--- config.mk ---
export PLATFORM = sky130hd
export DESIGN_NAME = srba_ram
export DESIGN_NICKNAME = d
export VERILOG_FILES = /design/src/srba_ram.sv
export SDC_FILE = /design/constraint.sdc
export NUM_CORES = 1
export LEC_CHECK = 0
export BUFFER_PORTS_ARGS = -buffer_cell sky130_fd_sc_hd__buf_2
export CAP_MARGIN = 30
export CORE_MARGIN = 2
export CORE_UTILIZATION = 55
export DETAILED_ROUTE_END_ITERATION = 7
export PLACE_DENSITY = 0.72
export RECOVER_POWER = 100
export SETUP_SLACK_MARGIN = 0.1
export SLEW_MARGIN = 20
export SYNTH_ARGS = -nofsm -noshare
export SYNTH_HDL_FRONTEND = slang
export SYNTH_SLANG_ARGS = --single-unit
export TNS_END_PERCENT = 1
--- constraint.sdc ---
create_clock -name clk -period 4.2 [get_ports clk]
set_input_delay 0.21 -clock clk [delete_from_list [all_inputs] [get_ports clk]]
set_output_delay 0.21 -clock clk [all_outputs]
set_load 0.02 [all_outputs]
--- src/srba_ram.sv ---
// Generic single-clock RAM with one write port and one registered read port.
module srba_ram #(
  parameter int WIDTH = 32,
  parameter int DEPTH = 16
) (
  input  logic                     clk,
  input  logic                     we,
  input  logic [$clog2(DEPTH)-1:0] waddr,
  input  logic [WIDTH-1:0]         wdata,
  input  logic                     re,
  input  logic [$clog2(DEPTH)-1:0] raddr,
  output logic [WIDTH-1:0]         rdata
);

  logic [WIDTH-1:0] mem [DEPTH];

  always_ff @(posedge clk) begin
    if (we) begin
      mem[waddr] <= wdata;
    end
    if (re) begin
      rdata <= mem[raddr];
    end
  end

endmodule

# ---- After elaboration in Yosys (flattened, before gate mapping)
# Memories as Yosys holds them, arrays and structs flattened. A register that Yosys moved wholly into a read port is not among the register bits.
# Cells that the tools add are included.
dict set report word_totals {
  rom_bits 0
  latchBits 0
  regBits 0
  output_inout_bits 32
  memories 1
  wordCells 3
  mem_bits_rw 512
  in_bits 43
}
# memory depth width rd rd_clocked_by_memory_dff write_ports line
set mem_list {}
lappend mem_list {mem 16 32 1 1 1 15} ;# logic [WIDTH-1:0] mem [DEPTH];
dict set report classes {
  mul 0
  reduce_logical 0
  div 0
  addsub 0
  bitwise 0
  n_shift 0
  magnitude_cmp 0
  muxes 2
  n_eq_ne 0
}
# operator n
set op_table {}
lappend op_table {{$mux W1} 2}

# ---- Logic depth before layout (Yosys ltp)
dict set report depth {
  depth_word 2
  depth_mapped 5
  ltp_nobuf 3
}

# ---- Least setup slack after synthesis
# No wires, ideal clock.
dict set report synth_path {
  path_type {input to register}
  start {in waddr[2]}
  end {mem mem[0][0], enable pin}
  arrival_ps 2928
  t_required_ps 3739
  cell_stages 2
  path_slack_ps 810
  setup_ps 461
  cell_sequence {or3b_2 -> nor3_1}
}
# item line
set synth_rtl {}
lappend synth_rtl {{start: declaration} 8} ;# input logic [$clog2(DEPTH)-1:0] waddr,
lappend synth_rtl {{end: declaration} 15}
# No word-level cell before the write port.

# ---- Final worst setup path
dict set report layout_path {
  start {in waddr[1]}
  end {mem mem[7][19], enable pin}
}
# No word-level cell before the write port.

==> impl_metrics.env <==
export IMPL_dieArea_sq_mm=0.03823
export IMPL_ys_seq_area_share_pct=80.97
export IMPL_antenna_left=0
export IMPL_crit_chain="clkbuf_1, nand2_1, nor2_1, clkbuf_1"
export IMPL_wire_per_inst_microns=28.53
export IMPL_antenna_cells=0
export IMPL_synth_compound_gate_area_share_pct=2.382
export IMPL_synth_area_mux_share_pct=14.29
export IMPL_cts_root_buf="clkbuf_16"
export IMPL_fin_crit_sh_pct=70.07
export IMPL_dpl_cell_area_sq_mm=0.02146
export IMPL_yosysWarnings=0
export IMPL_fmax_ghz=0.3398
export IMPL_critical_path_slowest_cell="nor2_1"
export IMPL_cpMostUsedCell="clkbuf_1"
export IMPL_track_usage_pct=22.78
export IMPL_synthCells=838
export IMPL_via_per_inst=6.301
export IMPL_synthTopCellsByArea="edfxtp_1, mux4_2, a22oi_1"
export IMPL_rsz0062_at_grt="false"
export IMPL_tightest_slew_ns=2.923
export IMPL_post_synth_top_area_cell="edfxtp_1"
export IMPL_grt_max_degree=63
export IMPL_powerDensity_mw_per_mm2=506.1
export IMPL_clkSinkCount=544
export IMPL_vias=9369
export IMPL_p_leak_uw=0.007301
export IMPL_setup_violations=0
export IMPL_fin_worst_skew_ns=0.01665
export IMPL_path_max_fanout=15
export IMPL_drt_first_pass_iters=5
export IMPL_drcViolationCount=0
export IMPL_hold_viol_final=0
export IMPL_critPathMaxStageDelay_ns=1.31
export IMPL_core_area_sq_mm=0.03635
export IMPL_cp_data_required_time_ns=4.37
export IMPL_synthSimpleGateAreaFrac_pct=1.253
export IMPL_synth_xor_area_share_pct=0
export IMPL_fp_dieH_microns=195.5
export IMPL_io_buffers=74
export IMPL_ys_ff_latch=544
export IMPL_area_growth_pct=14.97
export IMPL_drive_above_1_share_pct=23.55
export IMPL_clkPwrFrac_pct=42.8
export IMPL_overflow=0
export IMPL_cap_viol_max_count=12
export IMPL_holdBufCountCts=18
export IMPL_synthDistinctLibCells=17
export IMPL_dp_hpwl_microns=23180
export IMPL_gp_congestion=0.7034
export IMPL_syn_area_sq_mm=0.02017
export IMPL_critPathLaunchType="input pin"
export IMPL_numCtsBuffers=52
export IMPL_design_area_sq_mm=0.02319
export IMPL_period_needed_ns=2.943
export IMPL_clkTransAtPathRegs_ns=0.06
export IMPL_combPwrFrac_pct=4.7
export IMPL_cts_setup_buffers=0
export IMPL_tns_ns=0
export IMPL_report_final_slew_viol_count=275
export IMPL_p_seq_share_pct=52.4
export IMPL_synth_top_family_by_area="multiplexers"
export IMPL_grt_pass1_vias=9562
export IMPL_rows=70
export IMPL_grt_pass1_wl_microns=62130
export IMPL_outcome="complete, but fails checks"
export IMPL_p_sw_share_pct=19.68
export IMPL_initial_utilization_pct=55.50
export IMPL_endpoint_kind="register"
export IMPL_syn_area_per_cell_sq_um=24.07
export IMPL_io_pins=75
export IMPL_cts_resized=0
export IMPL_hp_class="in2reg"
export IMPL_crit_arrival_ns=3.11
export IMPL_insertion_delay_ns=0.58
export IMPL_die_w_microns=195.5
export IMPL_nets=1021
export IMPL_cts_tree="done"
export IMPL_syn_num_nets=881
export IMPL_antenna_found_initial=3
export IMPL_wirelength_microns=42430
export IMPL_failed_checks="max-capacitance violations, max-slew violations"
export IMPL_slew_headroom_pct=-94.85
export IMPL_synth_top_cell_area_share_pct=80.97
export IMPL_first_iter_violations=878
export IMPL_p_int_uw=9428
export IMPL_switchingPower_uw=2311
export IMPL_cts_htree_levels=2
export IMPL_ir_drop_mv=0.2934
export IMPL_synthAdderAreaFrac_pct=0
export IMPL_max_clock_path_buffers=3
export IMPL_worstSetupPathType="in2reg"
==> critical path, delay by kind of cell <==
kind                   cells  cell delay, ns
and+or+nand+nor            2            1.56
buffers and inverters      2            1.32
==> Yosys cell counts, drive strengths merged <==
cell type    n
a22oi       64
and2         1
buf         26
clkbuf      17
edfxtp     544
mux4       128
nand2       33
nand2b       2
nand3        1
nand3b       2
nor2        13
nor2b        2
nor3         4
or3b         1
==> worst paths after layout <==
kind               start  cells after the start          to  slack (ns)
min reg2reg  mem[14][23]                      3   rdata[23]        0.73
max             waddr[1]                      4  mem[7][19]        1.26
min            wdata[14]                      1  mem[8][14]        0.15
max reg2reg  mem[14][18]                      3   rdata[18]        2.71
==> state kept, by name, indices dropped and copies added (netlist names) <==
name,count
mem,512
rdata,32
==> cell usage in the layout (no fill, tap or decap) <==
cell type and instances:
a22oi_1 64, and2_2 1, buf_12 2, buf_16 3, buf_2 4, buf_4 10
bufinv_16 13, clkbuf_1 93, clkbuf_16 53, clkbuf_2 1, clkbuf_8 1, clkinv_1 10
clkinv_2 15, clkinv_4 1, dlygate4sd3_1 18, edfxtp_1 544, mux4_2 128, nand2_1 33
nand2b_1 2, nand3_1 1, nand3b_1 2, nor2_1 8, nor2_4 5, nor2b_4 2
nor3_1 4, or3b_2 1
==> metal layers <==
layer / vias to the layer above / GRT usage [%] / routed length (microns)
li1: 3889 / - / -
met1: 4982 / 33.16 / 17320
met2: 431 / 36.16 / 20840
met3: 63 / 3.921 / 3391
met4: 4 / 6.955 / 842
met5: - / 0 / 29
==> power groups by stage <==
| stage | combinational, uW | clock [uW] | sequential, uW |
|---|---|---|---|
| finish | 557 | 5030 | 6160 |
| global placement | 545 | 0 | 6260 |
| global route | 600 | 5270 | 6160 |
| floorplan | 292 | 0 | 6290 |
| detailed placement | 562 | 0 | 6260 |
| CTS | 580 | 5090 | 6150 |
==> layout make-up <==
class | instances | area (sq um)
Timing Repair Buffer | 129 | 754.5
Multi-Input combinational cell | 251 | 3670
Fill cell | 2364 | 13150
Tap cell | 468 | 585.6
Sequential cell | 544 | 16340
Clock inverter | 39 | 511.7
Clock buffer | 56 | 1338
==> logic make-up after synthesis <==
group | after synthesis
buffers and inverters | 43
and+or+nand+nor | 59
muxes | 128
AOI/OAI and AO/OA | 64
DFF | 544
==> metrics by stage <==
stage | setup WS, ns | cells | utilization [%] | total power (uW) | hold WS (ns)
finish | 1.257 | 1487 | 63.81 | 11740 | 0.1497
global route | 1.155 | 1487 | 63.81 | 12040 | 0.1756
CTS | 2.360 | 1486 | 64.61 | 11820 | 0.0001371
detailed placement | 1.793 | 1373 | 59.03 | 6827 | 0.5928
global placement | 1.835 | 1367 | 58.61 | 6805 | 0.5844
floorplan | 0.8104 | 838 | - | 6583 | 0.3089
Power figures use the tool's default switching activity.
