## config.mk

```make
export PLATFORM = sky130hd
export DESIGN_NAME = srba_row_upd
export DESIGN_NICKNAME = d
export VERILOG_FILES = /design/src/srba_pkg.sv /design/src/srba_row_upd.sv
export SDC_FILE = /design/constraint.sdc
export NUM_CORES = 2
export LEC_CHECK = 0
export BUFFER_PORTS_ARGS = -buffer_cell sky130_fd_sc_hd__buf_2
export CAP_MARGIN = 20
export CORE_AREA = 2 2 582 584
export DETAILED_ROUTE_END_ITERATION = 8
export DIE_AREA = 0 0 584 586
export SETUP_SLACK_MARGIN = 0.05
export SLEW_MARGIN = 25
export SYNTH_ARGS = -nofsm -noshare
export SYNTH_HDL_FRONTEND = slang
export SYNTH_SLANG_ARGS = --single-unit
```

## constraint.sdc

```tcl
create_clock -name vclk -period 21.1
set_clock_uncertainty 0.1 [all_clocks]
set_input_delay 1.055 -clock vclk [all_inputs]
set_output_delay 1.055 -clock vclk [all_outputs]
set_load 0.02 [all_outputs]
```

## src/srba_pkg.sv

```systemverilog
// Types, constants and codes of the sparse row bonus accumulator.
package srba_pkg;

  localparam int SLOTS_PER_ROW_DEF = 16;
  localparam int MAX_ROWS_DEF      = 4096;
  localparam int MAX_COLS_DEF      = 4096;

  localparam int FUNC_W   = 2;
  localparam int POS_W    = 12;
  localparam int MASK_W   = 32;
  localparam int SIDX_W   = 4;
  localparam int STATUS_W = 2;
  localparam int RCOL_W   = 13;
  localparam int VAL_W    = 32;
  localparam int WEIGHT_W = 24;
  localparam int LIMIT_W  = 13;
  localparam int PCNT_W   = 6;
  localparam int INC_W    = WEIGHT_W + PCNT_W;

  localparam logic [RCOL_W-1:0] COL_NONE = '1;

  localparam logic [1:0] REG_WEIGHT    = 2'd0;
  localparam logic [1:0] REG_ROW_LIMIT = 2'd1;
  localparam logic [1:0] REG_COL_LIMIT = 2'd2;

  typedef enum logic [FUNC_W-1:0] {
    FUNC_CLEAR = 2'd0,
    FUNC_ACC   = 2'd1,
    FUNC_READ  = 2'd2,
    FUNC_NOP   = 2'd3
  } func_e;

  typedef enum logic [STATUS_W-1:0] {
    ST_DONE  = 2'd0,
    ST_RANGE = 2'd1,
    ST_FULL  = 2'd2,
    ST_SAT   = 2'd3
  } status_e;

  typedef enum logic [1:0] {
    S_INIT,
    S_IDLE,
    S_CLEAR,
    S_EXEC
  } state_e;

  typedef struct packed {
    func_e              func;
    logic [POS_W-1:0]   col;
    logic [SIDX_W-1:0]  sidx;
    logic               in_range;
    logic [INC_W-1:0]   inc;
  } item_t;

  typedef struct packed {
    logic               we;
    status_e            status;
    logic [RCOL_W-1:0]  read_col;
    logic [VAL_W-1:0]   read_value;
  } upd_t;

endpackage

```

## src/srba_row_upd.sv

```systemverilog
// Row word update: slot search, saturating accumulate and slot read.
module srba_row_upd #(
  parameter int SLOTS_PER_ROW = srba_pkg::SLOTS_PER_ROW_DEF,
  parameter int FILL_W        = $clog2(SLOTS_PER_ROW + 1),
  parameter int WORD_W        = FILL_W
                                + SLOTS_PER_ROW * (srba_pkg::POS_W + srba_pkg::VAL_W)
) (
  input  logic [WORD_W-1:0] row_word,
  input  srba_pkg::item_t   item,
  output logic [WORD_W-1:0] row_word_next,
  output srba_pkg::upd_t    upd
);

  localparam int SLOT_W  = srba_pkg::POS_W + srba_pkg::VAL_W;
  localparam int SLOT_IW = (SLOTS_PER_ROW > 1) ? $clog2(SLOTS_PER_ROW) : 1;

  logic [FILL_W-1:0]          fill;
  logic [srba_pkg::POS_W-1:0] col_a [SLOTS_PER_ROW];
  logic [srba_pkg::VAL_W-1:0] val_a [SLOTS_PER_ROW];
  logic [SLOTS_PER_ROW-1:0]   hit;
  logic                       found;
  logic                       full;
  logic [SLOT_IW-1:0]         hit_idx;
  logic [SLOT_IW-1:0]         tgt;
  logic [SLOT_IW-1:0]         rd_idx;
  logic [srba_pkg::VAL_W-1:0] old_val;
  logic [srba_pkg::VAL_W:0]   sum;
  logic                       sat;
  logic [srba_pkg::VAL_W-1:0] new_val;
  logic                       rd_hit;

  always_comb begin
    fill = row_word[FILL_W-1:0];
    for (int s = 0; s < SLOTS_PER_ROW; s++) begin
      col_a[s] = row_word[FILL_W + s*SLOT_W +: srba_pkg::POS_W];
      val_a[s] = row_word[FILL_W + s*SLOT_W + srba_pkg::POS_W +: srba_pkg::VAL_W];
      hit[s]   = (s < int'(fill)) && (col_a[s] == item.col);
    end
  end

  always_comb begin
    found   = 1'b0;
    hit_idx = '0;
    for (int s = SLOTS_PER_ROW - 1; s >= 0; s--) begin
      if (hit[s]) begin
        found   = 1'b1;
        hit_idx = SLOT_IW'(s);
      end
    end
  end

  always_comb begin
    full    = (int'(fill) >= SLOTS_PER_ROW);
    tgt     = found ? hit_idx : SLOT_IW'(fill);
    old_val = found ? val_a[hit_idx] : '0;
    sum     = {1'b0, old_val} + (srba_pkg::VAL_W + 1)'(item.inc);
    sat     = sum[srba_pkg::VAL_W];
    new_val = sat ? '1 : sum[srba_pkg::VAL_W-1:0];
    rd_idx  = SLOT_IW'(item.sidx);
    rd_hit  = item.in_range && (int'(item.sidx) < int'(fill));
  end

  always_comb begin
    row_word_next = row_word;
    row_word_next[FILL_W-1:0] = found ? fill : FILL_W'(fill + 1'b1);
    for (int s = 0; s < SLOTS_PER_ROW; s++) begin
      if (SLOT_IW'(s) == tgt) begin
        row_word_next[FILL_W + s*SLOT_W +: SLOT_W] = {new_val, item.col};
      end
    end
  end

  always_comb begin
    upd.we         = 1'b0;
    upd.status     = srba_pkg::ST_DONE;
    upd.read_col   = srba_pkg::COL_NONE;
    upd.read_value = '0;
    unique case (item.func)
      srba_pkg::FUNC_ACC: begin
        if (!item.in_range) begin
          upd.status = srba_pkg::ST_RANGE;
        end else if (!found && full) begin
          upd.status = srba_pkg::ST_FULL;
        end else begin
          upd.we     = 1'b1;
          upd.status = sat ? srba_pkg::ST_SAT : srba_pkg::ST_DONE;
        end
      end
      srba_pkg::FUNC_READ: begin
        if (!item.in_range) begin
          upd.status = srba_pkg::ST_RANGE;
        end else if (rd_hit) begin
          upd.read_col   = {1'b0, col_a[rd_idx]};
          upd.read_value = val_a[rd_idx];
        end
      end
      srba_pkg::FUNC_CLEAR, srba_pkg::FUNC_NOP: begin
        upd.status = srba_pkg::ST_DONE;
      end
      default: begin
        upd.status = srba_pkg::ST_DONE;
      end
    endcase
  end

endmodule

```

Word level (Yosys, flattened, before mapping)
Cells that the tools add are included.

word-level totals
  bits in registers = 0
  output and inout bits = 757
  word-level logic and storage cells = 152

cells by class
  $add $sub $neg = 2
  magnitude comparators = 20
  equality and inequality tests = 34
  multiplexer cells = 72
  bitwise operators = 2
  reduce and logical (&&, ||, !) cells = 22

operators by type and width
  kind                                                                          count
  44-bit two-way mux                                                            16
  32-bit binary-select mux with 4-bit select                                    2
  12-bit == test                                                                16
  32-bit two-way mux                                                            6
  45-bit two-way mux                                                            3
  4-bit two-way mux                                                             17
  12-bit binary-select mux with 4-bit select                                    1
  4-bit by 5-bit less-than comparator with 1-bit output (first input constant)  8
  32-bit by 30-bit adder with 33-bit output                                     1
  4-bit == test (first input constant)                                          8
  12-bit two-way mux                                                            2
  3-bit by 5-bit less-than comparator with 1-bit output (first input constant)  4
  1-bit two-way mux                                                             20
  1-bit logical AND                                                             18
  3-bit by 4-bit == test with 1-bit output (first input constant)               4
  5-bit greater-or-equal comparator (second input constant)                     3
  1-bit by 5-bit less-than comparator with 1-bit output (first input constant)  2
  2-bit by 5-bit less-than comparator with 1-bit output (first input constant)  2
  4-bit NOT with 5-bit output                                                   2
  2-bit by 4-bit == test with 1-bit output (first input constant)               2
  2-bit two-way mux                                                             3
  2-bit case mux with 3 select lines                                            1
  5-bit by 1-bit adder with 5-bit output (second input constant)                1
  4-bit by 5-bit less-than comparator with 1-bit output                         1
  8 further kinds                                                               9

Logic depth before layout (Yosys ltp)
  depth after elaboration = 28
  mapped depth = 34

Worst setup path after synthesis
No wires, ideal clock.

  path kind = input -> output
  start = input item[38] (netlist name)
  end = output row_word_next[134]
  arrival = 7.840 ns
  required time = 19.945 ns
  path slack = 12.105 ns
  stages on the path = 33
  buffers on the path = 8
  cell sequence = buf_2 -> buf_2 -> buf_2 -> xor2_1 -> nor4_1 -> nand4_1 -> o22ai_1 -> o21ai_0 -> a21oi_1 -> buf_2 -> clkbuf_1 -> buf_2 -> clkbuf_1 -> nand3_1 -> nand4_1 -> o21ai_0 -> o21ai_0 -> nand2_1 -> ha_1 -> fa_1 -> a21o_1 -> a21oi_1 -> o211ai_1 -> a31o_2 -> a211o_1 -> a41o_1 -> o221ai_1 -> a21oi_1 -> o41a_1 -> nand3_1 -> o22ai_2 -> clkbuf_1 -> mux2_2

between the ends
  longest elaborated chain between the ends = 26
  elaborated cells between the ends (all ways) = 74

ends and longest elaborated chain
  what                                                    RTL line            RTL
  start, declared                                         srba_row_upd.sv:9   input srba_pkg::item_t item,
  12-bit == test                                          srba_row_upd.sv:37  hit[s] = (s < int'(fill)) && (col_a[s] == item.col);
  1-bit logical AND                                       srba_row_upd.sv:37
  4-bit two-way mux (16 in series)                        srba_row_upd.sv:45  if (hit[s]) begin
  4-bit NOT with 5-bit output (implied by the code)       srba_row_upd.sv:55  old_val = found ? val_a[hit_idx] : '0;
  32-bit binary-select mux with 4-bit select              srba_row_upd.sv:55
  32-bit two-way mux (implied by the code) (2 in series)  srba_row_upd.sv:55
  32-bit two-way mux                                      srba_row_upd.sv:55
  32-bit by 30-bit adder with 33-bit output               srba_row_upd.sv:56  sum = {1'b0, old_val} + (srba_pkg::VAL_W + 1)'(item.inc);
  32-bit two-way mux                                      srba_row_upd.sv:58  new_val = sat ? '1 : sum[srba_pkg::VAL_W-1:0];
  44-bit two-way mux (*)                                  srba_row_upd.sv:67  if (SLOT_IW'(s) == tgt) begin
  end, declared                                           srba_row_upd.sv:10  output logic [WORD_W-1:0] row_word_next,

Every way passes the cells marked *; elsewhere a longest branch is shown, timed or not. The select of a mux whose other input is x is not followed.

Final worst setup path
  start = input item[36] (netlist name)
  end = output row_word_next[380]

Same word-level chain as after synthesis.

==> flow_metrics.tcl <==
set metrics [dict create \
    wl_per_cell_um 49.4 \
    dr_wl_met2_um 173000 \
    maxSlewViolCount 0 \
    ios 1515 \
    combPwrFrac_pct 100.0 \
    synth_warnings 0 \
    area_growth_pct 57.4 \
    hp-class "input port to primary output" \
    status "finished clean" \
    die-area_sq_um 342000 \
    p_total_mw 1.07 \
    dpl.cell_count 8884 \
    cts_setup_buffers 0 \
    seq_power_share_pct 0 \
    synth_largest_area_cell "mux4_2" \
    antenna_left 0 \
    cts_hold_buf 0 \
    synth_top_area_share_pct 21.3 \
    clock_buffers 0 \
    crit_family "compound AO/OA/AOI/OAI gates" \
    slew_headroom_pct 19.6 \
    period_share_pct 66.2 \
    worstSetupEndpointType "primary output" \
    worstSetupPathType "input port to primary output" \
    grt_usage_pct 24.9 \
    cts_resized 0 \
    tightest_slew_ns 1.20 \
    grt_pass1_wl_um 527000 \
    num-nets-final 5272 \
    grt_pass1_vias 35300 \
    grt_antenna_before_repair 437 \
    drive_gt1_share_pct 49.5 \
    grt-ovfl-total 0 \
    wl_met3_um 77500 \
    slowest_delay_ns 0.69 \
    ys_top_cells_by_area "mux4_2 21%, mux2_2 13%, a31oi_1 11%, nor2_1 7.4%, nand2_1 7.0%" \
    finalSetupTns_ns 0 \
    vias 40400 \
    cp_slowest_cell "o221ai_1" \
    crit_path_start_kind "input port" \
    intPower_uw 306 \
    p_sw_uw 766 \
    final-hold-violation-count 0 \
    nFlopsAndLatches 0 \
    postPlaceCellArea_sq_um 36100 \
    synthCells 3237 \
    final_area_sq_um 36700 \
    arrival_ns 12.81 \
    fp.dieH_um 586 \
    worst_slack_ns 7.14 \
    critPathMaxFanout 180 \
    routed.top_layer "met5" \
    fin_util_pct 10.9 \
    pre_cts_ws_ns 7.27 \
    swShare_pct 71.5 \
    fp-row-count 213 \
    final-seq-area_sq_um 0 \
    postRouteWirelength_um 450000 \
    path_buf_inv 5 \
    gp_congestion 1.01 \
    yosysUniqueCellTypes 69 \
    hold-worst-slack_ns 2.41 \
    routedLengthMet1_um 168000 \
    hpwl_um 395000 \
    synthesis.area_sq_um 23300 \
    grt_max_degree 181 \
    routed_via_density 4.43 \
    setup_viol_count_final 0 \
    io_buffers 1515 \
    maxCapViolCount 0 \
    rsz0062_at_grt "false" \
    drc 0 \
    power_density_nw_per_um2 29.2 \
    ir_drop_mv 0.0150 \
    max_freq_ghz 0.0716 \
    holdPathStages 4 \
    synth.avg_cell_area_sq_um 7.21 \
    core_sq_um 336000 \
    initial_core_util_pct 6.95 \
    drt-initial-drc-count 5509 \
    period_minus_slack_ns 13.96 \
    dr.pass1.iters 7 \
    holdPathEnd "row_word_next[352]" \
    clkPwrFrac_pct 0 \
    yosysSeqAreaShare_pct 0 \
    p_leak_nw 14.3 \
    die_width_um 584 \
    synth_fp_nets 4030 \
    hold_start "row_word[352]" \
    finalNonFillerCells 9114 \
    crit_required_ns 19.95 \
]
## cell type report
cell class,count,area (sq um)
fill,39500,299000
multi-input combinational,2817,21900
timing repair buffer,1645,8670
antenna,230,576
tap,4407,5510
inverter,15,56.3
## Yosys cell counts, types with 37 or more instances
cell,n
clkbuf_1,287
xor2_1,119
a21oi_1,69
mux2i_1,59
nor2b_1,39
and3_1,93
nor2_1,462
buf_2,79
a211oi_1,79
mux4_2,221
mux2_2,274
xnor2_1,99
nor3_1,37
nand2_1,435
nand3_1,66
o21ai_0,47
a31oi_1,421
## cells by family after synthesis
family	Yosys count	share of synthesized area, %
muxes	554	37.1
AOI/OAI and AO/OA	757	21.5
and+or+nand+nor	1253	23.6
adders and majority gates	35	1.91
xor gates and xnor gates	218	8.18
buffers and inverters	420	7.65
## layout by cell type (no fill, tap or decap), drive strengths merged, types with 48 or more instances in the layout
master,synthesis,layout
buf,117,1645
nor2,462,462
nand2,435,435
a31oi,421,421
mux2,274,274
diode,0,230
mux4,221,221
xor2,119,119
xnor2,99,99
and3,93,93
a211oi,79,79
a21oi,70,70
nand3,67,67
mux2i,59,59
o21ai,48,48
## tightest hold or removal path: stages
cell     delay [ns]
buf_2          0.11
nor2_1         0.09
a31oi_1        0.04
buf_2          0.15
## routing by layer
metal | global-route usage (%) | vias up
met5 | 0.420 | -
li1 | - | 15000
met1 | 28.5 | 19900
met3 | 17.2 | 1224
met4 | 12.8 | 286
met2 | 34.3 | 4063
## power groups by stage
stage,clock [mW],combinational (mW),sequential (mW)
2_1_floorplan,0,0.438,0
3_3_place_gp,0,1.05,0
3_5_place_dp,0,1.05,0
4_1_cts,0,1.05,0
5_1_grt,0.000000761,1.09,0
6_report,0.00000111,1.07,0
## how the worst max path moves through the flow
stage | from | cells after the start | end | slack [ns]
finish | item[36] | 30 | row_word_next[380] | 7.14
global route | item[36] | 31 | row_word_next[380] | 6.97
CTS | item[44] | 30 | row_word_next[380] | 7.26
detailed placement | item[44] | 30 | row_word_next[380] | 7.27
global placement | item[44] | 27 | row_word_next[241] | 7.16
floorplan | item[38] | 33 | row_word_next[134] | 12.11
Power figures use the tool's default switching activity.
